**src/rtl/c8_pkg.sv**
```systemverilog
`default_nettype none

package c8_pkg;

   localparam int ADDR_W = 12;
   localparam int MEM_BYTES = 4096;
   localparam int SCREEN_WIDTH = 64;
   localparam int SCREEN_HEIGHT = 32;
   localparam logic [ADDR_W-1:0] PC_RESET = 12'h200;

   // request operations
   localparam logic [1:0] OPER_LOAD = 2'd0;
   localparam logic [1:0] OPER_EXEC = 2'd1;
   localparam logic [1:0] OPER_RESUME = 2'd2;
   localparam logic [1:0] OPER_ROW = 2'd3;

   // fault codes
   localparam logic [1:0] FAULT_NONE = 2'd0;
   localparam logic [1:0] FAULT_UNDEF = 2'd1;
   localparam logic [1:0] FAULT_OVERFLOW = 2'd2;
   localparam logic [1:0] FAULT_UNDERFLOW = 2'd3;

   // opcode constants
   localparam logic [15:0] OPC_CLS = 16'h00E0;
   localparam logic [15:0] OPC_RET = 16'h00EE;
   localparam logic [3:0] GRP_SYS = 4'h0;
   localparam logic [3:0] GRP_DRAW = 4'hD;
   localparam logic [3:0] GRP_MISC = 4'hF;
   localparam logic [7:0] NN_SKP = 8'h9E;
   localparam logic [7:0] NN_SKNP = 8'hA1;
   localparam logic [7:0] NN_GET_DT = 8'h07;
   localparam logic [7:0] NN_WAIT = 8'h0A;
   localparam logic [7:0] NN_SET_DT = 8'h15;
   localparam logic [7:0] NN_SET_ST = 8'h18;
   localparam logic [7:0] NN_ADD_I = 8'h1E;
   localparam logic [7:0] NN_FONT = 8'h29;
   localparam logic [7:0] NN_BCD = 8'h33;
   localparam logic [7:0] NN_STORE = 8'h55;
   localparam logic [7:0] NN_LOAD = 8'h65;

   typedef enum logic [3:0] {
      UOP_IDLE,
      UOP_LOAD,
      UOP_RESUME,
      UOP_ROW,
      UOP_START,
      UOP_FETCH_HI,
      UOP_FETCH_LO,
      UOP_LATCH,
      UOP_EXEC,
      UOP_RET_RD,
      UOP_RET_DO,
      UOP_BCD,
      UOP_STORE,
      UOP_LOADV,
      UOP_DRAW
   } uop_type;

   typedef struct packed {
      uop_type uop;
      logic [4:0] cnt;
   } cmd_type;

   typedef struct packed {
      logic [15:0] opcode;
      logic waiting;
      logic stack_empty;
   } status_type;

endpackage

`default_nettype wire

```
**src/rtl/c8_ctrl.sv**
```systemverilog
`default_nettype none

module c8_ctrl (
   input wire logic clock,
   input wire logic reset,
   input wire logic req_valid,
   output logic req_ready,
   input wire logic [1:0] req_operation,
   output logic rsp_valid,
   input wire logic rsp_ready,
   input c8_pkg::status_type status,
   output c8_pkg::cmd_type cmd
);
   import c8_pkg::*;

   typedef enum logic [11:0] {
      S_IDLE     = 12'b000000000001,
      S_FETCH_HI = 12'b000000000010,
      S_FETCH_LO = 12'b000000000100,
      S_LATCH    = 12'b000000001000,
      S_EXEC     = 12'b000000010000,
      S_RET_RD   = 12'b000000100000,
      S_RET_DO   = 12'b000001000000,
      S_BCD      = 12'b000010000000,
      S_STORE    = 12'b000100000000,
      S_LOADV    = 12'b001000000000,
      S_DRAW     = 12'b010000000000,
      S_RESP     = 12'b100000000000
   } ctrl_state_type;

   ctrl_state_type state_ff, state_in;
   logic [4:0] cnt_ff, cnt_in;
   logic [3:0] x, n;
   logic accept;

   assign x = status.opcode[11:8];
   assign n = status.opcode[3:0];
   assign req_ready = (state_ff == S_IDLE) && !reset;
   assign rsp_valid = (state_ff == S_RESP);
   assign accept = req_valid && req_ready;

   always_comb begin
      state_in = state_ff;
      cnt_in = cnt_ff + 5'd1;
      cmd.uop = UOP_IDLE;
      cmd.cnt = cnt_ff;
      unique case (state_ff)
         S_IDLE: begin
            cnt_in = '0;
            if (accept) begin
               state_in = S_RESP;
               unique case (req_operation)
                  OPER_LOAD: cmd.uop = UOP_LOAD;
                  OPER_RESUME: cmd.uop = UOP_RESUME;
                  OPER_ROW: cmd.uop = UOP_ROW;
                  default: begin
                     cmd.uop = UOP_START;
                     if (!status.waiting) state_in = S_FETCH_HI;
                  end
               endcase
            end
         end
         S_FETCH_HI: begin cmd.uop = UOP_FETCH_HI; state_in = S_FETCH_LO; end
         S_FETCH_LO: begin cmd.uop = UOP_FETCH_LO; state_in = S_LATCH; end
         S_LATCH: begin cmd.uop = UOP_LATCH; state_in = S_EXEC; end
         S_EXEC: begin
            cmd.uop = UOP_EXEC;
            cnt_in = '0;
            state_in = S_RESP;
            if (status.opcode == OPC_RET && !status.stack_empty) begin
               state_in = S_RET_RD;
            end else if (status.opcode[15:12] == GRP_DRAW) begin
               state_in = S_DRAW;
            end else if (status.opcode[15:12] == GRP_MISC) begin
               case (status.opcode[7:0])
                  NN_BCD: state_in = S_BCD;
                  NN_STORE: state_in = S_STORE;
                  NN_LOAD: state_in = S_LOADV;
                  default: state_in = S_RESP;
               endcase
            end
         end
         S_RET_RD: begin cmd.uop = UOP_RET_RD; state_in = S_RET_DO; end
         S_RET_DO: begin cmd.uop = UOP_RET_DO; state_in = S_RESP; end
         S_BCD: begin
            cmd.uop = UOP_BCD;
            if (cnt_ff == 5'd2) state_in = S_RESP;
         end
         S_STORE: begin
            cmd.uop = UOP_STORE;
            if (cnt_ff == {1'b0, x}) state_in = S_RESP;
         end
         S_LOADV: begin
            // one read ahead of the register write
            cmd.uop = UOP_LOADV;
            if (cnt_ff == ({1'b0, x} + 5'd1)) state_in = S_RESP;
         end
         S_DRAW: begin
            cmd.uop = UOP_DRAW;
            if (cnt_ff == {1'b0, n}) state_in = S_RESP;
         end
         S_RESP: begin
            cnt_in = '0;
            if (rsp_ready) state_in = S_IDLE;
         end
         default: state_in = S_IDLE;
      endcase
   end

   always_ff @(posedge clock) begin
      if (reset) begin
         state_ff <= S_IDLE;
         cnt_ff <= '0;
      end else begin
         state_ff <= state_in;
         cnt_ff <= cnt_in;
      end
   end

   a_accept_leaves_idle: assert property (@(posedge clock) disable iff (reset)
      accept |=> state_ff != S_IDLE) else $error("transfer accepted but idle");
   a_no_overlap: assert property (@(posedge clock) disable iff (reset)
      !(req_ready && rsp_valid)) else $error("request and response open together");
   a_cnt_bound: assert property (@(posedge clock) disable iff (reset)
      cnt_ff <= 5'd17) else $error("step counter out of range");

endmodule

`default_nettype wire

```
**config.mk**
```make
export PLATFORM = sky130hd
export DESIGN_NAME = c8_ctrl
export DESIGN_NICKNAME = d
export VERILOG_FILES = /design/src/rtl/c8_pkg.sv /design/src/rtl/c8_ctrl.sv
export SDC_FILE = /design/constraint.sdc
export NUM_CORES = 1
export LEC_CHECK = 0
export ABC_AREA = 1
export BUFFER_PORTS_ARGS = -buffer_cell sky130_fd_sc_hd__buf_2
export CORE_ASPECT_RATIO = 1.2
export CORE_MARGIN = 1
export CORE_UTILIZATION = 49
export DETAILED_ROUTE_END_ITERATION = 10
export GPL_ROUTABILITY_DRIVEN = 1
export PLACE_DENSITY_LB_ADDON = 0.05
export SLEW_MARGIN = 20
export SYNTH_ARGS = -nofsm -noshare
export SYNTH_HDL_FRONTEND = slang
export SYNTH_SLANG_ARGS = --single-unit
```
**constraint.sdc**
```tcl
create_clock -name clock -period 1.35 [get_ports clock]
set_input_delay 0.2025 -clock clock [delete_from_list [all_inputs] [get_ports clock]]
set_output_delay 0.2025 -clock clock [all_outputs]
set_load 0.02 [all_outputs]
```
== Word level (Yosys, flattened, before mapping) ==
Cells that the tools add are included.
Operators by class
  add/sub/neg operators: 2
  equal/unequal tests: 30
  mux-type cells: 16
  reductions and logical operators: 9
Operator list (count)
  $pmux W12 S12: 1
  $mux W12: 11
  $pmux W4 S11: 1
  $pmux W12 S3: 1
  $eq A16 B8 Y1 const B: 1
  $eq A8 B7 Y1 const B: 2
  $eq A12 B1 Y1 const B: 1
  $eq A12 B10 Y1 const B: 1
  $eq A12 B11 Y1 const B: 1
  $eq A12 B12 Y1 const B: 1
  $eq A12 B2 Y1 const B: 1
  $eq A12 B3 Y1 const B: 1
  $eq A12 B4 Y1 const B: 1
  $eq A12 B5 Y1 const B: 1
  $eq A12 B6 Y1 const B: 1
  $eq A12 B7 Y1 const B: 1
  $eq A12 B8 Y1 const B: 1
  $eq A12 B9 Y1 const B: 1
  $eq A5 B4 Y1: 2
  $ne A2 B2 Y1 const B: 5
  $pmux W3 S3: 1
  $eq A4 B4 Y1 const B: 2
  $eq A8 B6 Y1 const B: 1
  $reduce_and A6 Y1: 1
  12 further kinds: 16
Storage, ports and cells
  flip-flop bits (word level): 17
  input port bits: 24
  logic and storage cells: 59

== Depth between registers and ports, before layout ==
Gate-level depths: netlist of run 1.
  word-level depth: 6
  gate-level depth with buffers: 13
  gate-level depth less buffers: 13

== Least setup slack after synthesis of run 1 ==
OpenSTA, ideal clock, no wires.
  path type: register to output
  from: register state_ff[2]
  to: output cmd[7] (netlist bit)
  arrival: 1.576 ns
  required time: 1.148 ns
  slack: -0.428 ns
  stages on the path, launching flop included: 7
  cell sequence: dfxtp_1 nor2_4 nand3_1 nand3b_1 nor2_2 nand2_1 o2111ai_1
RTL lines
  start, declared: line c8_ctrl.sv:31  | ctrl_state_type state_ff, state_in;
  start signal, assigned: line c8_ctrl.sv:115  | state_ff <= state_in;
  end, declared: line c8_ctrl.sv:12  | output c8_pkg::cmd_type cmd

==> impl_metrics.toml, run 1 <==
[status]
outcome = "complete, but fails checks"
violations = "setup timing"

[floorplanning]
pin_count = 35
core_area_um2 = 3110
die_x_um = 54.5
row_count = 22
die_h_um = 65.0
dieArea_um2 = 3550
initial_core_util_pct = 52.2

[logic_synthesis]
synth_edf_count = 0
syn-num-nets = 310
syn-cell-area_um2 = 1620
synth-seq-cells = 17
yosysWarnings = 0
syn_inst = 279
ys_seq_area_share_pct = 21.0
async_reset_ff_share_pct = 0
synth_ff_type = "dfxtp_1"
synth.distinct_cells = 28
avgSynthCellArea_um2 = 5.82

[cells_and_area]
antenna_cells = 0
synthToLayoutAreaGrowth_pct = 51.6
nets = 392
num-fill-cells = 232
fin_cells = 396
drive_gt1_share_pct = 39.7
layout_common_cells = "nand2_1 (62), inv_1 (55), buf_4 (42)"
layout_commonest_cell = "nand2_1"

[sta]
maxSlewViolCount = 0
slew_headroom_pct = 78.3
tightest_slew_ps = 323
finalSetupViolCount = 22
fin_tns_setup_ps = -6950
post-route-min-period_ps = 1960
whs_ps = 191
worst_slack_ps = -608
period_share_pct = 145
rsz0062_at_grt = "yes"
finalHoldViolCount = 0
fin_skew_ps = 13.6
max_clock_freq_ghz = 0.511

[placement]
pre_cts_ws_ps = -281
gp_congestion = 0.944
dp.cells = 387
post-dp-hpwl_mm = 3.72
port_buffers = 34

[routing]
dr.pass1.iters = 4
post_drt_wl_per_cell_um = 12.2
antenna_left = 0
drt-total-wl_mm = 4.83
drt_iter0_markers = 47
routed-via-count = 2019
drcViolationCount = 0
viasPerCell = 5.10

[flow_run]
cap_violations = 0

[worst_setup_path]
crit_path_end_kind = "output pin"
start_kind = "flip-flop"
crit_arrival_ps = 1760
path_class = "reg -> out"
critPathRequiredTime_ps = 1150
path_max_fanout = 5
reg2reg_slack_ps = -370

[grt]
grt_max_degree = 12
grt-ovfl-total = 0
grt_use_total_pct = 30.0
grt_first_pass_wirelength_mm = 7.64
grt_antenna_before_repair = 0
grt_pass1_vias = 1822

[clock_tree]
worstSkewPairLatency_ps = 310
cts.sinks = 17
root_buffer = "clkbuf_4"
htreeDepth = 1
cts_made_buffers = 3
cts_tree = "yes"
ctsHoldBuffers = 0
path_clk_slew_ps = 100
clock_path_buffers = 2

[power_and_ir_drop]
peakVddDrop_uv = 969
leakagePower_nw = 1.36
power.density_nw_per_um2 = 967

[hold_path]
hp-class = "in -> reg"
==> stage by stage <==
step                instance area, um2  power (W)  utilization (%)
CTS                               2300    0.00220             74.1
global placement                  2210    0.00181             71.0
finish                            2460    0.00238             79.1
detailed placement                2210    0.00184             71.0
floorplan                         1700    0.00137                -
global route                      2460    0.00255             79.1
==> layer usage <==
layer | up-vias | wire, um | GRT usage (%)
li1 | 1032 | - | -
met1 | 892 | 1850 | 32.9
met2 | 71 | 2580 | 51.8
met3 | 24 | 205 | 5.40
met4 | 0 | 190 | 16.3
met5 | - | 0 | 0
==> critical path, stage by stage, from the launching register on <==
cell,delay [ps]
dfxtp_1,340
nor2_1,50
nand2_2,110
buf_4,140
nor2_4,40
nand2_1,90
nand2_2,110
nor4_4,350
nand2_4,80
buf_6,140
==> final timing paths <==
path,start,end,cells after the start
setup / recovery,state_ff[11],cmd[5],9
hold / removal,status[1],state_ff[1],4
setup reg to reg,state_ff[7],state_ff[9],9
hold reg to reg,cnt_ff[2],cnt_ff[2],2
==> power by group <==
part | internal (W) | leakage (nW) | total [W] | switching (W)
sequential | 0.000557 | 0.145 | 0.000611 | 0.0000539
clock | 0.000113 | 0.0139 | 0.000298 | 0.000185
combinational | 0.000619 | 1.20 | 0.00147 | 0.000850
total | 0.00129 | 1.36 | 0.00238 | 0.00109
==> cell type report <==
class / instances / area (um2) / share of cell area, %
clock buffers: 3 / 22.5 / 0.916
clock inverters: 1 / 7.51 / 0.305
inverters: 58 / 220 / 8.95
multi-input cells: 203 / 1260 / 51.2
flip-flops and latches: 17 / 367 / 14.9
well taps: 36 / 45.0 / 1.83
repair buffers: 78 / 539 / 21.9
==> cells by family (layout without fill, tap and decap cells) <==
| kind of cell | count (synthesis) | after routing | synth area share [%] |
|---|---|---|---|
| simple gates | 178 | 178 | 53.0 |
| buf+inv | 59 | 140 | 13.6 |
| flops | 17 | 17 | 21.0 |
| compound gates | 13 | 13 | 4.24 |
| fa+ha+maj | 7 | 7 | 5.40 |
| xor+xnor | 5 | 5 | 2.70 |
==> sequential cells by signal (all words and copies together), names as in the netlist <==
signal and flops:
state_ff 12, cnt_ff 5
==> repair_timing <==
| item | CTS | global route |
|---|---|---|
| endpoints found under the setup margin | 23 | 23 |
| setup buffers | 3 | 3 |
| resized for setup | 16 | 35 |
| pin swaps | 10 | 13 |
==> cell usage after synthesis, types with 6 or more instances <==
cell type	count	area, um2
nor3_1	6	30.0
nand3_1	26	130
a21oi_1	7	35.0
nand4_1	6	37.5
ha_1	7	87.6
inv_1	57	214
nand2_1	67	251
dfxtp_1	17	340
nand2_2	6	37.5
nor2_1	42	158
No activity file was read; power rests on OpenSTA's default activity.
==> run 2, diff against run 1 <==
--- a/config.mk
+++ b/config.mk
@@ -6,10 +6,10 @@
 export NUM_CORES = 1
 export LEC_CHECK = 0
 export ABC_AREA = 1
-export BUFFER_PORTS_ARGS = -buffer_cell sky130_fd_sc_hd__buf_2
+export BUFFER_PORTS_ARGS = -buffer_cell sky130_fd_sc_hd__buf_4
 export CORE_ASPECT_RATIO = 1.2
 export CORE_MARGIN = 1
-export CORE_UTILIZATION = 49
+export CORE_UTILIZATION = 59
 export DETAILED_ROUTE_END_ITERATION = 10
 export GPL_ROUTABILITY_DRIVEN = 1
 export PLACE_DENSITY_LB_ADDON = 0.05
==> constraint.sdc (replaced) <==
create_clock -name clock -period 2.35 [get_ports clock]
set_input_delay 0.3525 -clock clock [delete_from_list [all_inputs] [get_ports clock]]
set_output_delay 0.3525 -clock clock [all_outputs]
set_load 0.02 [all_outputs]
==> run 2 against run 1 <==
Compared with the run above: the flow now finishes without violations; via count shrank 11%; first-iteration DRC count shrank 8.5%; die area shrank 16%; hold slack gained 93 ps; clock power shrank 44%; sequential share of layout area grew 2.5 points; clock skew grew 0.88 ps; final cell count shrank 12%; non-clock buffer count shrank 44; utilization shrank 3.4 points; register-to-register slack gained 1000 ps; largest power group unchanged.
==> impl_metrics.toml, run 2 (same netlist as run 1, synthesis figures left out) <==
[worst_setup_path]
rr_endpoint = "state_ff[0]"
reg2reg_slack_ps = 670
crit_arrival_ps = 1820
crit_buf_inv = 3
startpoint = "state_ff[8]"
start_kind = "flip-flop"
critical_path.cell_chain = "inv_1 > nand2_1 > nor2_1 > o21ai_0 > nand3_1 > nor2_1 > inv_1 > buf_4"
crit_family = "simple AND/OR/NAND/NOR gates"
crit_path_end_kind = "output pin"
r2r_start = "state_ff[8]"
critPathRequiredTime_ps = 2000
critPathMaxStageDelay_ps = 380
path_class = "reg -> out"
cp_slowest_cell = "dfxtp_1"
r2r_cells = 10
path_max_fanout = 3

[clock_tree]
cts_made_buffers = 3
root_buffer = "clkbuf_4"
htreeDepth = 1
post_cts_resized = 0
worstSkewPairLatency_ps = 310
ctsHoldBuffers = 0
cts_tree = "yes"
cts.sinks = 17
clock_path_buffers = 2
post_cts_buffers = 0
path_clk_slew_ps = 110

[cells_and_area]
largest_reg_flops = 12
antenna_cells = 0
largest_register = "state_ff"
layout_common_cells = "nand2_1 (67), inv_1 (57), nor2_1 (42)"
fin_cells = 349
layout_commonest_cell = "nand2_1"
drive_gt1_share_pct = 18.4
nets = 348
final_cell_area_um2 = 1950
top_regs = "state_ff x12, cnt_ff x5"
synthToLayoutAreaGrowth_pct = 20.2
num-fill-cells = 254

[placement]
post-dp-hpwl_mm = 3.35
gp_congestion = 0.904
pre_cts_ws_ps = 540
placed_cell_area_um2 = 1920
port_buffers = 34
dp.cells = 345

[hold_path]
worstHoldStart = "reset"
hp-class = "in -> reg"
hold_depth = 2
hold_end = "state_ff[9]"

[power_and_ir_drop]
peakVddDrop_uv = 584
combPwrFrac_pct = 51.6
p_seq_share_pct = 32.9
clkPwrFrac_pct = 15.5
switching_share_pct = 45.7
internal_power_w = 0.000587
power.density_nw_per_um2 = 554
leakagePower_nw = 1.08
p_sw_w = 0.000493

[grt]
grt_max_degree = 12
grt_first_pass_wirelength_mm = 6.65
grt_use_total_pct = 29.6
grt_antenna_before_repair = 0
grt_pass1_vias = 1659
grt-ovfl-total = 0

[sta]
max_clock_freq_ghz = 0.460
worst_slack_ps = 177
fin_skew_ps = 14.4
tightest_slew_ps = 446
post-route-min-period_ps = 2170
whs_ps = 285
slew_headroom_pct = 70.0
rsz0062_at_grt = "no"
finalSetupViolCount = 0
period_share_pct = 92.5
maxSlewViolCount = 0
fin_tns_setup_ps = 0
finalHoldViolCount = 0

[floorplanning]
core_area_um2 = 2580
die_x_um = 49.9
die_h_um = 59.5
row_count = 20
pin_count = 35
dieArea_um2 = 2970
initial_core_util_pct = 63.0

[flow_run]
cap_violations = 0

[routing]
wl_met3_um = 184
route.met2.wl_mm = 1.99
viasPerCell = 5.15
dr.pass1.iters = 4
wl_met1_mm = 1.68
routed-via-count = 1799
drt_iter0_markers = 43
drcViolationCount = 0
post_drt_wl_per_cell_um = 11.3
drt-total-wl_mm = 3.96
antenna_left = 0
dr.max_layer_used = "met4"

[status]
outcome = "finished, final reports clean"
## run 2: cell count changes in the layout (fill, tap and decap cells not counted), sizes merged
cell,change
buf,-44
## run 2: power groups by stage
stage / clock network [W] / logic [W] / registers (W)
after floorplan: 0 / 0.000394 / 0.000363
after global placement: 0 / 0.000547 / 0.000359
after detailed placement: 0 / 0.000552 / 0.000361
after CTS: 0.000169 / 0.000554 / 0.000354
after global routing: 0.000190 / 0.000626 / 0.000358
final: 0.000168 / 0.000558 / 0.000355
## run 2: layout make-up
| cell class | instances | area, um2 | share of cell area, % |
|---|---|---|---|
| multi-input combinational | 203 | 1070 | 54.7 |
| sequential | 17 | 340 | 17.4 |
| timing repair buffer | 34 | 255 | 13.1 |
| inverter | 58 | 218 | 11.2 |
| tap | 33 | 41.3 | 2.12 |
| clock buffer | 3 | 22.5 | 1.15 |
| clock inverter | 1 | 7.51 | 0.385 |
## run 2: through the flow
| stage | utilization [%] | power [W] |
|---|---|---|
| global route | 75.7 | 0.00117 |
| CTS | 75.5 | 0.00108 |
| floorplan | - | 0.000757 |
| global placement | 74.3 | 0.000906 |
| detailed placement | 74.3 | 0.000913 |
| finish | 75.7 | 0.00108 |
## run 2: how the worst max path moves through the flow
stage / to / slack, ps / depth (start not counted)
after floorplan: cmd[7] / 420 / 6
after global placement: cmd[7] / 550 / 7
after detailed placement: cmd[7] / 540 / 8
after CTS: cmd[7] / 180 / 8
after global routing: cmd[7] / 4 / 8
final: cmd[8] / 180 / 8
## run 2: metal layers
metal / up-vias / track usage, %
met5: - / 0
met1: 780 / 31.3
met4: 0 / 15.5
met2: 65 / 55.6
li1: 941 / -
met3: 13 / 5.13
==> run 3, diff against run 2 <==
--- a/config.mk
+++ b/config.mk
@@ -7,9 +7,11 @@
 export LEC_CHECK = 0
 export ABC_AREA = 1
 export BUFFER_PORTS_ARGS = -buffer_cell sky130_fd_sc_hd__buf_4
+export CAP_MARGIN = 30
 export CORE_ASPECT_RATIO = 1.2
 export CORE_MARGIN = 1
-export CORE_UTILIZATION = 59
+export CORE_UTILIZATION = 61
+export CTS_BUF_LIST = sky130_fd_sc_hd__clkbuf_4
 export DETAILED_ROUTE_END_ITERATION = 10
 export GPL_ROUTABILITY_DRIVEN = 1
 export PLACE_DENSITY_LB_ADDON = 0.05
==> run 3 against run 2 <==
Compared with the run above: register-to-register slack better by 60 ps; critical endpoint is now cmd[6]; first-iteration DRC count is 74% higher; critical path type unchanged; cell area down 0.26%; critical path depth did not move.
==> impl_metrics.toml, run 3 (same netlist as run 1, synthesis figures left out) <==
[power_and_ir_drop]
power.density_nw_per_um2 = 554
peakVddDrop_uv = 579
p_total_w = 0.00108
leakagePower_nw = 1.08

[worst_setup_path]
rr_endpoint = "state_ff[11]"
r2r_start = "cnt_ff[1]"
crit_path_end_kind = "output pin"
startpoint = "state_ff[11]"
start_kind = "flip-flop"
crit_arrival_ps = 1820
path_max_fanout = 7
r2r_cells = 9
endpoint = "cmd[6]"
path_class = "reg -> out"
critPathRequiredTime_ps = 2000
reg2reg_slack_ps = 730

[sta]
finalHoldViolCount = 0
period_share_pct = 92.7
post-route-min-period_ps = 2180
tightest_slew_ps = 327
rsz0062_at_grt = "no"
max_clock_freq_ghz = 0.459
fin_tns_setup_ps = 0
slew_headroom_pct = 78.2
fin_skew_ps = 8.81
finalSetupViolCount = 0
maxSlewViolCount = 0

[grt]
grt_use_total_pct = 28.4
grt_antenna_before_repair = 0
grt_first_pass_wirelength_mm = 6.40
grt-ovfl-total = 0
grt_pass1_vias = 1541
grt_max_degree = 12

[cells_and_area]
synthToLayoutAreaGrowth_pct = 19.9
nets = 348
antenna_cells = 0
largest_reg_flops = 12
regArea_um2 = 340
largest_register = "state_ff"
top_regs = "state_ff x12, cnt_ff x5"
multi_input_area_um2 = 1060
drive_gt1_share_pct = 18.4
num-fill-cells = 225
layout_common_cells = "nand2_1 (67), inv_1 (57), nor2_1 (42)"
layout_commonest_cell = "nand2_1"
final_util_pct = 77.0

[clock_tree]
ctsHoldBuffers = 0
path_clk_slew_ps = 100
post_cts_buffers = 0
root_buffer = "clkbuf_4"
worstSkewPairLatency_ps = 290
cts.sinks = 17
cts_made_buffers = 3
clock_path_buffers = 2
post_cts_resized = 0
htreeDepth = 1
cts_tree = "yes"

[placement]
post-dp-hpwl_mm = 3.20
port_buffers = 34
gp_congestion = 0.929

[routing]
drcViolationCount = 0
route.met2.wl_mm = 1.96
drt_iter0_markers = 75
viasPerCell = 5.05
routed-via-count = 1762
post_drt_wl_per_cell_um = 10.9
dr.pass1.iters = 4
wl_met1_mm = 1.62
antenna_left = 0
dr.max_layer_used = "met4"
drt-total-wl_mm = 3.80
wl_met3_um = 184

[status]
outcome = "finished, final reports clean"

[flow_run]
cap_violations = 0

[floorplanning]
core_area_um2 = 2530
row_count = 20
initial_core_util_pct = 64.2
dieArea_um2 = 2870
die_h_um = 58.5
pin_count = 35
die_x_um = 49.1

[hold_path]
hp-class = "in -> reg"
worstHoldStart = "reset"
-- run 3: critical path, cell delays in order (launching register included) --
cell	delay, ps
dfxtp_1	400
nor2_1	80
nand2_2	170
nor2_1	110
nand2_1	120
nand2_1	90
nor4_1	290
o21ai_1	110
buf_4	170
-- run 3: area by class of cell --
type,instances,share of cell area (%)
clock inverters,1,0.386
repair buffers,34,13.1
flip-flops and latches,17,17.5
multi-input cells,203,54.5
clock buffers,3,1.16
inverters,58,11.2
well taps,33,2.12
-- run 3: through the flow --
stage,std cells,worst slack [ps],hold slack (ps),cell area [um2]
2_1_floorplan,279,422,474,1620
3_3_place_gp,345,500,507,1920
3_5_place_dp,345,519,510,1920
4_1_cts,349,194,297,1950
5_1_grt,349,24.7,321,1950
6_report,349,173,298,1950
-- run 3: per-layer routing --
metal / vias to the layer above / GRT usage, %
li1: 946 / -
met2: 55 / 56.4
met1: 757 / 33.0
met3: 4 / 1.55
met5: - / 0
met4: 0 / 6.30
-- run 3: how the worst min path moves through the flow --
stage	slack [ps]	to	cells after the start
3_3_place_gp	510	state_ff[11]	2
4_1_cts	300	state_ff[10]	2
6_report	300	state_ff[10]	2
5_1_grt	320	state_ff[10]	2
3_5_place_dp	510	state_ff[11]	2
2_1_floorplan	470	state_ff[11]	2
-- run 3: power by group --
group / internal, W / switching [W] / total [W]
Clock: 0.0000647 / 0.0000973 / 0.000162
Combinational: 0.000207 / 0.000355 / 0.000562
Sequential: 0.000316 / 0.0000387 / 0.000354
